--- src/rtl/core/cng_pkg.sv ---
// ----------------------------------------------------------------------------
// cng_pkg: shared definitions of the character n-gram counter
// Constants, command and status codes, and the cell bus types.
// ----------------------------------------------------------------------------
package cng_pkg;

  localparam int MAX_GRAM    = 8;
  localparam int TABLE_DEPTH = 64;
  localparam int COUNT_BITS  = 16;
  localparam int IDX_W       = $clog2(TABLE_DEPTH);
  localparam int USED_W      = $clog2(TABLE_DEPTH + 1);
  localparam int LEN_W       = 4;
  localparam int KEY_W       = 8 * MAX_GRAM;

  typedef enum logic [1:0] {
    CMD_CHAR  = 2'd0,
    CMD_EOL   = 2'd1,
    CMD_READ  = 2'd2,
    CMD_CLEAR = 2'd3
  } cmd_e;

  typedef enum logic [1:0] {
    STAT_NONE    = 2'd0,
    STAT_COUNTED = 2'd1,
    STAT_DROPPED = 2'd2,
    STAT_READ    = 2'd3
  } status_e;

  typedef enum logic [2:0] {
    OP_IDLE  = 3'd0,
    OP_CMP   = 3'd1,
    OP_UPD   = 3'd2,
    OP_LOAD  = 3'd3,
    OP_SHIFT = 3'd4
  } cell_op_e;

  typedef struct packed {
    cell_op_e         op;
    logic             ins;
    logic [KEY_W-1:0] key;
    logic [LEN_W-1:0] len;
  } bcast_t;

  typedef struct packed {
    logic                  valid;
    logic [KEY_W-1:0]      key;
    logic [LEN_W-1:0]      len;
    logic [COUNT_BITS-1:0] cnt;
  } entry_t;

  typedef logic [MAX_GRAM-1:0][7:0] window_t;

  function automatic logic [KEY_W-1:0] suffix_key(window_t win, logic [LEN_W-1:0] len);
    logic [KEY_W-1:0] key;
    key = '0;
    for (int j = 0; j < MAX_GRAM; j++) begin
      if (LEN_W'(j) < len) begin
        key[8*j +: 8] = win[$clog2(MAX_GRAM)'(len - LEN_W'(j) - LEN_W'(1))];
      end
    end
    return key;
  endfunction

endpackage

--- src/rtl/core/cng_cell.sv ---
// ----------------------------------------------------------------------------
// cng_cell: one table entry of the n-gram counter
// Holds key, length and count, compares against the broadcast n-gram,
// updates or takes a new entry, and forms one stage of the readout chain.
// ----------------------------------------------------------------------------
module cng_cell
  import cng_pkg::*;
(
  input  logic              clk_i,
  input  logic              rst_ni,
  input  bcast_t            bcast_i,
  input  logic [IDX_W-1:0]  cell_idx_i,
  input  logic [USED_W-1:0] used_i,
  input  entry_t            shift_i,
  output entry_t            shift_o,
  output logic              match_o
);

  logic [KEY_W-1:0]      key_q;
  logic [LEN_W-1:0]      len_q;
  logic [COUNT_BITS-1:0] cnt_q;
  logic                  match_q;
  entry_t                sh_q;
  logic                  in_use;

  assign in_use  = USED_W'(cell_idx_i) < used_i;
  assign match_o = match_q;
  assign shift_o = sh_q;

  always_ff @(posedge clk_i or negedge rst_ni) begin
    if (!rst_ni) begin
      match_q <= 1'b0;
    end else if (bcast_i.op == OP_CMP) begin
      match_q <= in_use && (key_q == bcast_i.key) && (len_q == bcast_i.len);
    end else if (bcast_i.op == OP_UPD) begin
      match_q <= 1'b0;
    end
  end

  always_ff @(posedge clk_i) begin
    case (bcast_i.op)
      OP_UPD: begin
        if (match_q) begin
          if (cnt_q != {COUNT_BITS{1'b1}}) begin
            cnt_q <= cnt_q + COUNT_BITS'(1);
          end
        end else if (bcast_i.ins && (USED_W'(cell_idx_i) == used_i)) begin
          key_q <= bcast_i.key;
          len_q <= bcast_i.len;
          cnt_q <= COUNT_BITS'(1);
        end
      end
      OP_LOAD: begin
        sh_q <= '{valid: in_use, key: key_q, len: len_q, cnt: cnt_q};
      end
      OP_SHIFT: begin
        sh_q <= shift_i;
      end
      default: begin
      end
    endcase
  end

endmodule

--- config.mk ---
export PLATFORM = sky130hd
export DESIGN_NAME = cng_cell
export DESIGN_NICKNAME = d
export VERILOG_FILES = /design/src/rtl/core/cng_pkg.sv /design/src/rtl/core/cng_cell.sv
export SDC_FILE = /design/constraint.sdc
export NUM_CORES = 1
export LEC_CHECK = 0
export ABC_AREA = 1
export BUFFER_PORTS_ARGS = -buffer_cell sky130_fd_sc_hd__buf_2
export CORE_AREA = 5 5 169 171
export DETAILED_ROUTE_END_ITERATION = 12
export DIE_AREA = 0 0 174 176
export PLACE_DENSITY = 0.5
export SYNTH_ARGS = -nofsm -noshare
export SYNTH_HDL_FRONTEND = slang
export SYNTH_SLANG_ARGS = --single-unit
--- constraint.sdc ---
create_clock -name clk_i -period 7.7 [get_ports clk_i]
set_clock_uncertainty 0.05 [all_clocks]
set_input_delay 0.385 -clock clk_i [delete_from_list [all_inputs] [get_ports clk_i]]
set_output_delay 0.385 -clock clk_i [all_outputs]
set_load 0.05 [all_outputs]
# After elaboration in Yosys (flattened, before gate mapping)
# Cells that the tools add are included.
[totals]
reg_bits = 170
output_inout_bits = 86
[classes]
addsub = 1
order_cmp = 1
n_eq_ne = 9
n_mux = 6
n_bitwise = 1
reduce_logical = 8
[ops]
columns = ["op", "count"]
rows = [
  ["$pmux W85 S2", 1],
  ["$eq A64 B64 Y1", 1],
  ["$mux W16", 3],
  ["$add A16 B1 Y16 const B", 1],
  ["$ne A16 B16 Y1 const B", 1],
  ["$eq A6 B7 Y1", 1],
  ["$lt A6 B7 Y1", 1],
  ["$eq A3 B2 Y1 const B", 2],
  ["$reduce_and A3 Y1", 2],
  ["$reduce_bool A2 Y1", 3],
  ["$eq A4 B4 Y1", 1],
  ["$eq A3 B1 Y1 const B", 1],
  ["$eq A3 B3 Y1 const B", 1],
  ["$logic_and A1 B1 Y1", 3],
  ["$mux W1", 2],
  ["$ne A2 B1 Y1 const B", 1],
  ["$not A1 Y1", 1],
]

# Longest topological paths before layout
# Gate-level depths: netlist of the first run.
[logic_depth]
word_depth = 4
depth_mapped = 11

# Worst setup path before layout of the first run
# No wires, ideal clock.
[synth_timing]
kind = "register -> register"
start = "register match_q, in the netlist match_o"
end = "register cnt_q[0] (enable)"
setup_time_ns = 0.392
arrival_time_ns = 5.492
t_required_ns = 7.258
setup_slack_ns = 1.765
path_stages_with_launch = 5
period_less_slack_ns = 5.935
path_cell_list = "dfrtp_1 > inv_1 > nand3_1 > nor4b_2 > o21bai_1"
[synth_between]
elab_chain_len = 2
word_cells_on_any_way = 3
[synth_lines]
columns = ["element", "line", "text"]
rows = [
  ["start, declared", "cng_cell.sv:22", "logic match_q;"],
  ["start signal, assigned", "cng_cell.sv:34", "match_q <= in_use && (key_q == bcast_i.key) && (len_q == bcast_i.len);"],
  ["$ne A2 B1 Y1 (no source line) / $reduce_bool A2 Y1 (equally long branches)", "-", ""],
  ["$reduce_and A3 Y1 (no source line) (*)", "-", ""],
  ["end signal, assigned", "cng_cell.sv:45", "cnt_q <= cnt_q + COUNT_BITS'(1);"],
  ["end, declared", "cng_cell.sv:21", "logic [COUNT_BITS-1:0] cnt_q;"],
]
# Mark *: on every way between the ends. The rest lies on a longest branch, timed or not.
# A chain may end at the register's enable or synchronous reset.

# Final worst setup path of the first run
[layout_timing]
start = "register match_q, in the netlist match_o"
end = "register cnt_q[10] (enable)"
# The elaborated chain is that of the path after synthesis.

==> results.toml, run 1 <==
[run_status]
outcome = "finished clean"

[synth]
postSynthAreaPerCell_um2 = 9.661
ys_async_sr_fraction_pct = 0.5882
synthTopCellsByArea = "edfxtp_1 64%, nand2_1 15%, inv_1 5.7%"
netlist.area_leader.share_pct = 63.90
yosysWarnings = 0
synth_area_um2 = 7941
yosys.cell_types.count = 26
synth_seq_cells = 170
synth_edf_count = 169
synthCells = 822
post-synth-top-area-cell = "edfxtp_1"
synth_seq_area_share_pct = 64.22
synthFlopType = "edfxtp_1"
syn-num-nets = 1001

[sta]
worst_pin_slew_ps = 1008
rsz0062_at_grt = "false"
drv_slew = 0
min_period_ps = 2832
finalSetupViolCount = 0
fin_tns_setup_ps = 0
hold_violations = 0
fmax_mhz = 353.1
layout_setup_ws_ps = 4868
post-route-period-util_pct = 36.78
relSlewSlack_pct = 32.79

[clocking]
path_clk_slew_ps = 70
clk_path_buf_depth = 2
cts_resized = 0
cts_inserted_buffers = 17
cts_root_buf = "clkbuf_16"
postCtsHoldBufs = 1
clk-insertion-delay-late_ps = 410
htreeDepth = 4
clock-sinks = 170
cts_setup_buffers = 0
cts_tree = "built"

[worst_hold_path]
min_from = "bcast_i[50]"
min_path_type = "in -> reg"
min_path_cells = 1
min_to = "key_q[46]$_DFFE_PP_"

[power]
p_leak_uw = 0.004614
ir_drop_mv = 0.1340
power_density_nw_per_um2 = 207.7

[worst_setup_path]
cp_max_fo = 69
r2r_cells = 6
timing.rr.end = "cnt_q[10]$_SDFFCE_PN0P_"
start_kind = "flip-flop"
r2r_start = "match_o$_DFFE_PN0P_"
r2r_slack_ps = 4870
path_class = "reg -> reg"
crit_required_ps = 7750
end_kind = "flip-flop"
cp.arrival_ps = 2880

[global_route]
grt_pass1_vias = 5948
grt_use_total_pct = 13.37
antenna_found_initial = 10
grt_pass1_wl_um = 32130
grt_max_degree = 91
overflow = 0

[cells_and_area]
fin_util_pct = 38.19
final_layout_size_suffix_gt1_share_pct = 27.23
fin_cells = 1445
multiInputGateArea_um2 = 2298
num-fill-cells = 2715
regArea_um2 = 5100
area_growth_pct = 28.53
nets = 1265

[die]
rows = 60
coreArea_um2 = 26730
ioPinCount = 258
die_w_um = 174
die-area_um2 = 30620
fp.dieH_um = 176
initial_core_util_pct = 29.71

[placement]
io_buffers = 257
dp_worst_setup_slack_ps = 4402
dp_cells = 1407
dp_hpwl_um = 15680
gp_congestion = 0.7669

[detailed_routing]
routed_wl_um = 20960
drc = 0
drt_iter0_drc = 415
wl_per_cell_um = 14.50
drtPass1Iterations = 4
ant_nets = 0
vias = 6084
via_per_inst = 4.210

[flow_run]
drv_cap = 0
kinds of logic (layout without fill, tap and decap cells):
family	count (synthesis)	count (layout)	share of synthesized area [%]
and+or+nand+nor	394	394	19.58
DFF	170	170	64.22
buffers and inverters	141	417	7.043
AOI/OAI and AO/OA	89	89	5.735
xor gates and xnor gates	21	21	2.316
adders and majority gates	7	7	1.103
other	0	6	0
report_power, final:
part           switching [uW]  internal, uW  leakage [uW]
sequential               5.12          1040       0.00159
clock                     377           481      0.000277
combinational             151          66.4       0.00275
cell type report:
cell class	instances	share of cell area, %
antenna	6	0.1471
multi-input combinational	511	22.52
timing repair buffer	263	13.07
sequential	170	49.96
inverter	123	4.523
clock inverter	13	1.397
clock buffer	18	4.204
tap	341	4.180
sequential cells by signal, summed over array words and instances, names as in the netlist:
signal,count
len_q,4
cnt_q,16
key_q,64
match_o,1
shift_o,85
critical path: stages, from the launching register on:
cell,delay [ps]
dfrtp_1,550
inv_1,260
nand3_1,150
nor4b_4,260
buf_4,770
o21bai_1,220
buf_4,260
layout by cell type (no fill, tap or decap), drive strengths merged:
cell type / count
a211oi: 1
a21oi: 12
buf: 262
bufinv: 2
clkbuf: 18
clkinv: 5
clkinvlp: 2
dfrtp: 1
diode: 6
dlygate4sd3: 1
edfxtp: 169
ha: 7
inv: 127
nand2: 323
nand3: 6
nand3b: 2
nand4: 2
nor2: 50
nor3: 9
nor3b: 1
nor4b: 1
o21a: 2
o21ai: 73
o21bai: 1
xnor2: 15
xor2: 6
synth_stat cells, types with 7 or more instances:
cell / count
edfxtp_1: 169
buf_4: 7
o21ai_0: 72
inv_1: 121
nor3_1: 7
ha_1: 7
xnor2_1: 15
a21oi_1: 12
nor2_1: 49
clkbuf_1: 8
nand2_1: 323
metrics by stage:
step | total power (uW) | hold WS (ps) | instance area [um2]
after global placement | 1285 | 119.8 | 9610
after detailed placement | 1287 | 120.6 | 9610
final | 2120 | 125.6 | 10210
after CTS | 2148 | 102.1 | 10190
after floorplan | 1198 | 39.41 | 7941
after global routing | 2207 | 100.5 | 10210
routing by layer:
metal | wire [um] | global-route usage [%] | vias to the layer above
li1 | - | - | 3174
met1 | 9532 | 17.43 | 2721
met2 | 9753 | 21.80 | 161
met3 | 1329 | 4.026 | 20
met4 | 301 | 3.695 | 8
met5 | 40 | 0 | -
worst max path at each step:
| stage | from | endpoint | slack, ps | cells after the start |
|---|---|---|---|---|
| 2_1_floorplan | match_o$_DFFE_PN0P_ | cnt_q[0]$_SDFFCE_PN1P_ | 1770 | 4 |
| 3_3_place_gp | bcast_i[70] | shift_o[22]$_DFFE_PP_ | 4400 | 6 |
| 3_5_place_dp | bcast_i[70] | shift_o[26]$_DFFE_PP_ | 4400 | 6 |
| 4_1_cts | match_o$_DFFE_PN0P_ | cnt_q[10]$_SDFFCE_PN0P_ | 4780 | 6 |
| 5_1_grt | match_o$_DFFE_PN0P_ | cnt_q[10]$_SDFFCE_PN0P_ | 4650 | 6 |
| 6_report | match_o$_DFFE_PN0P_ | cnt_q[10]$_SDFFCE_PN0P_ | 4870 | 6 |
(Power assumes the default switching activity.)
==> run 2, diff against run 1 <==
ABC_AREA = 0   (was 1)
CORE_AREA = 5 5 164 166   (was 5 5 169 171)
DIE_AREA = 0 0 169 171   (was 0 0 174 176)
PLACE_DENSITY = 0.52   (was 0.5)
clock period = 2.3 ns   (was 7.7 ns; I/O delays follow)
==> run 2 against run 1 <==
Against the previous run:
- worst setup slack worse by 4700 ps
- clock power rose to 3.3 times the previous value
- wire length up 1.1%
- design area up 12%
- largest power group unchanged
- largest cell class unchanged
- flip-flop and latch count unchanged
- critical path depth down 1
- sequential power rose to 3.3 times the previous value
- critical path type unchanged
- register-to-register slack worse by 4700 ps
- via count down 13%
- critical endpoint is now cnt_q[1]$_SDFFCE_PN0P_
- synthesized cell count down 46%
- sequential share of layout area down 5.2 points
- clock-buffer cell count down 1
==> results.toml, run 2 <==
[run_status]
outcome = "finished clean"

[cells_and_area]
final_layout_size_suffix_gt1_share_pct = 43.82
area_growth_pct = 53.58
fin_area_um2 = 11400
final_common_cell = "buf_2"
fin_cells = 1225
final_cell_mix = "257 x buf_2, 169 x edfxtp_1, 156 x dlygate4sd3_1"
largest_reg_flops = 85
nets = 1056
antenna_cells = 0

[power]
pwr-share-comb_pct = 11.4
p_sw_uw = 1798
p_leak_uw = 0.004411
ir_drop_mv = 0.3598
intPower_uw = 5311
sw_frac_of_total_pct = 25.29
power_frac_clock_pct = 39.9
power_density_nw_per_um2 = 623.5
power_frac_seq_pct = 48.7

[sta]
relSlewSlack_pct = 54.98
drv_slew = 0
worst_pin_slew_ps = 673.6
fmax_mhz = 465.0
min_period_ps = 2151
finalSetupViolCount = 0
rsz0062_at_grt = "false"
post-route-period-util_pct = 93.51
hold_violations = 0
fin_tns_setup_ps = 0

[clocking]
cts_setup_buffers = 0
cts_root_buf = "clkbuf_16"
cts_inserted_buffers = 17
clk_path_buf_depth = 2
htreeDepth = 4
clock-sinks = 170
path_clk_slew_ps = 70
cts_tree = "built"
clk-insertion-delay-late_ps = 440

[synth]
synthTopCellsByArea = "edfxtp_1 68%, mux2_2 13%, xnor2_1 6.3%"
synth_seq_cells = 170
ys_async_sr_fraction_pct = 0.5882
synthFlopType = "edfxtp_1"
post-synth-top-area-cell = "edfxtp_1"
yosysWarnings = 0
syn-num-nets = 625
postSynthAreaPerCell_um2 = 16.64
synth_area_um2 = 7423
synth_edf_count = 169
yosys.cell_types.count = 35
synth_most_common_cell = "edfxtp_1"
synthCells = 446
synth_common_cells = "169 x edfxtp_1, 83 x mux2_2, 53 x xnor2_1"
synth_seq_area_share_pct = 68.70
netlist.area_leader.share_pct = 68.36

[worst_setup_path]
start_kind = "flip-flop"
cp.buffers_inverters = 0
cp.arrival_ps = 2230
path_class = "reg -> reg"
crit_required_ps = 2380
critPathSlowestCell = "or4_4"
cp_slowest_stage_delay_ps = 570
path_cells = "ha_1 -> nand2_1 -> or4_4 -> o211ai_1 -> nand2b_4"
end_kind = "flip-flop"
cp_max_fo = 16
cpLargestDelayFamily = "simple AND/OR/NAND/NOR gates"

[detailed_routing]
routed_wl_um = 21200
drc = 0
drt_iter0_drc = 191
drtPass1Iterations = 4
wl_per_cell_um = 17.30
vias = 5322
ant_nets = 0
via_per_inst = 4.344

[die]
rows = 59
ioPinCount = 258
die-area_um2 = 28900
fp.dieH_um = 171
die_w_um = 169
initial_core_util_pct = 29.15
coreArea_um2 = 25470

[global_route]
grt_util_met2_pct = 24.43
grt_use_met3_pct = 4.182
grt_pass1_vias = 5873
grt_pass1_wl_um = 32230
use_met1_pct = 17.83
grt_max_degree = 45
overflow = 0
busiest_layer = "met2"
antenna_found_initial = 0
grt_use_total_pct = 14.36

[placement]
dp_hpwl_um = 15010
gp_congestion = 0.7757
io_buffers = 257
dp_cells = 1037
placedInstanceArea_um2 = 9249

[worst_hold_path]
min_path_type = "in -> reg"

[flow_run]
drv_cap = 0
==> run 2: cell types whose count changed after synthesis, sizes merged, moves of 7 or more <==
cell,change
nor4,+8
and2,+11
inv,-116
nor3,-7
xor2,+21
mux2,+83
a21oi,-8
o21ai,-68
buf,-7
xnor2,+38
nand4,+14
nand2,-313
nor2,-46
==> run 2: power by group through the flow <==
stage	Combinational, uW	Clock [uW]	Sequential, uW
global route	872	3040	3460
floorplan	181	0	3670
CTS	818	2930	3460
finish	813	2840	3460
global placement	597	0	3530
detailed placement	607	0	3530
==> run 2: what timing repair did <==
item                                    CTS  global route
gates resized for setup                   0             2
hold endpoints to repair                155             0
hold buffers                            156             0
endpoints found under the setup margin    0            17
==> run 2: area by class of cell <==
cell class                      count  area [um2]
Tap cell                          335       419.2
Timing Repair Buffer              422        2965
Fill cell                        2308       14070
Multi-Input combinational cell    259        2310
Clock inverter                     15       153.9
Sequential cell                   170        5101
Inverter                            7       26.28
Clock buffer                       17       425.4
==> run 2: cell families after synthesis <==
group,Yosys count,share of synthesized area [%]
adder cells (fa/ha/maj),7,1.180
buffers and inverters,17,0.9102
flip-flops,170,68.70
XOR/XNOR,80,9.439
multiplexers,83,12.59
AND/OR/NAND/NOR,73,5.866
AO/OA/AOI/OAI,16,1.315
==> run 2: layer usage <==
| layer | part of all wire, % | wire length (um) |
|---|---|---|
| met4 | 0.92 | 195 |
| met1 | 42 | 8998 |
| met2 | 49 | 10470 |
| met5 | 0 | 0 |
| met3 | 7.2 | 1533 |
==> run 2: per-stage QoR <==
step | hold WS [ps] | utilization, % | power [uW] | worst slack, ps
after floorplan | -230.6 | - | 3854 | -1681
after global placement | -140.9 | 36.32 | 4126 | 151.3
after detailed placement | -137.7 | 36.32 | 4136 | 103.3
after CTS | 71.77 | 44.72 | 7205 | 83.75
after global routing | 92.15 | 44.77 | 7378 | 51.04
final | 110.7 | 44.77 | 7108 | 149.3
==> run 2: worst register-to-register path: stages (launching register included) <==
cell and delay, ps:
edfxtp_1 410, ha_1 220, nand2_1 120, or4_4 570
o211ai_1 290, nand2b_4 200
==> run 2: worst paths after layout <==
| kind | startpoint | to | slack (ps) | depth (start not counted) |
|---|---|---|---|---|
| worst max-delay path | cnt_q[0]$_SDFFCE_PN1P_ | cnt_q[1]$_SDFFCE_PN0P_ | 150 | 5 |
| worst min-delay path | bcast_i[69] | match_o$_DFFE_PN0P_ | 110 | 4 |
| worst max register to register | cnt_q[0]$_SDFFCE_PN1P_ | cnt_q[1]$_SDFFCE_PN0P_ | 150 | 5 |
| worst min register to register | key_q[49]$_DFFE_PP_ | shift_o[69]$_DFFE_PP_ | 560 | 1 |
| max in group asynchronous | rst_ni | match_o$_DFFE_PN0P_ | 1540 | 3 |
| min in group asynchronous | rst_ni | match_o$_DFFE_PN0P_ | 530 | 3 |
==> run 3, diff against run 2 <==
PLACE_DENSITY = 0.59   (was 0.52)
==> run 3 against run 2 <==
Against the previous run:
- sequential share of layout area decreased by 0.24 points
- cell count about the same
- combinational power hardly changed
- highest routed layer unchanged
==> results.toml, run 3 (synthesis gave the netlist of run 2 again) <==
[detailed_routing]
drtPass1Iterations = 4
routed_wl_um = 20930
drt_iter0_drc = 201
drc = 0
ant_nets = 0
vias = 5354
via_per_inst = 4.367
wl_per_cell_um = 17.07

[worst_hold_path]
min_path_type = "in -> reg"

[placement]
gp_congestion = 0.7426
io_buffers = 257
dp_worst_setup_slack_ps = 124.5
dp_cells = 1038
dp_hpwl_um = 14340

[sta]
finalSetupViolCount = 0
drv_slew = 0
rsz0062_at_grt = "false"
relSlewSlack_pct = 68.57
layout_setup_ws_ps = 198.2
fmax_mhz = 475.8
hold_violations = 0
fin_tns_setup_ps = 0
post-route-period-util_pct = 91.38
hold_slack_ps = 17.34
min_period_ps = 2102
worst_pin_slew_ps = 467.1

[global_route]
grt_max_degree = 53
grt_pass1_wl_um = 31850
antenna_found_initial = 1
overflow = 0
grt_use_total_pct = 14.22
grt_pass1_vias = 5930

[clocking]
clk-insertion-delay-late_ps = 420
clock-sinks = 170
clk_path_buf_depth = 2
cts_root_buf = "clkbuf_16"
cts_tree = "built"
path_clk_slew_ps = 70
htreeDepth = 4
cts_inserted_buffers = 17

[cells_and_area]
fin_cells = 1226
area_growth_pct = 54.42
final_cell_mix = "257 x buf_2, 169 x edfxtp_1, 155 x dlygate4sd3_1"
nets = 1056
final_layout_size_suffix_gt1_share_pct = 43.82
largest_reg_flops = 85
final_common_cell = "buf_2"

[die]
die-area_um2 = 28900
coreArea_um2 = 25470
ioPinCount = 258
initial_core_util_pct = 29.15
rows = 59
fp.dieH_um = 171
die_w_um = 169

[worst_setup_path]
crit_required_ps = 2390
cp.arrival_ps = 2190
r2r_slack_ps = 200
path_class = "reg -> reg"
end_kind = "flip-flop"
start_kind = "flip-flop"
cp_max_fo = 16

[flow_run]
drv_cap = 0

[power]
p_leak_uw = 0.004446
ir_drop_mv = 0.3784
power_density_nw_per_um2 = 646.3

[run_status]
outcome = "finished clean"
## run 3: repair_timing
item / 4_1_cts / 5_1_grt
hold buffers: 155 / 0
setup endpoints to repair: 0 / 5
hold endpoints to repair: 154 / 0
buffers inserted: 0 / 0
gates resized for setup: 0 / 1
## run 3: cell type report
cell class                      count  area (um2)
Tap cell                          335       419.2
Antenna cell                        1       2.502
Inverter                            7       26.28
Sequential cell                   170        5101
Fill cell                        2303       14000
Timing Repair Buffer              422        2975
Clock buffer                       18       429.2
Clock inverter                     14       206.4
Multi-Input combinational cell    259        2303
## run 3: per-layer routing
| layer | vias up | track usage, % | wire, um |
|---|---|---|---|
| met5 | - | 0 | 0 |
| met4 | 0 | 4.235 | 369 |
| met3 | 25 | 4.344 | 1430 |
| met1 | 2567 | 17.31 | 8780 |
| met2 | 199 | 24.45 | 10350 |
| li1 | 2563 | - | - |
## run 3: final timing paths
kind | from | end | cells after the start
worst max-delay path | cnt_q[0]$_SDFFCE_PN1P_ | cnt_q[6]$_SDFFCE_PN0P_ | 5
worst min-delay path | bcast_i[71] | match_o$_DFFE_PN0P_ | 3
worst max register to register | cnt_q[0]$_SDFFCE_PN1P_ | cnt_q[6]$_SDFFCE_PN0P_ | 5
worst min register to register | key_q[26]$_DFFE_PP_ | shift_o[46]$_DFFE_PP_ | 1
max in group asynchronous | rst_ni | match_o$_DFFE_PN0P_ | 3
min in group asynchronous | rst_ni | match_o$_DFFE_PN0P_ | 3
## run 3: report_power, final
| part | switching (uW) | leakage, uW | internal, uW |
|---|---|---|---|
| clock network | 1290 | 0.000307 | 1850 |
| registers | 11.2 | 0.00162 | 3450 |
| logic | 398 | 0.00252 | 415 |
## run 3: metrics by stage
stage                     power [uW]  utilization (%)  cell area (um2)
after floorplan                 3854                -             7461
after global placement          4126            36.39             9269
after detailed placement        4132            36.39             9269
after CTS                       7521            44.98            11460
after global routing            7700            45.01            11460
final                           7409            45.01            11460
## run 3: critical path: stages (launching register included)
cell,delay [ps]
edfxtp_1,390
ha_1,210
nand2_1,120
or4_4,570
o211ai_1,290
nand2b_4,200
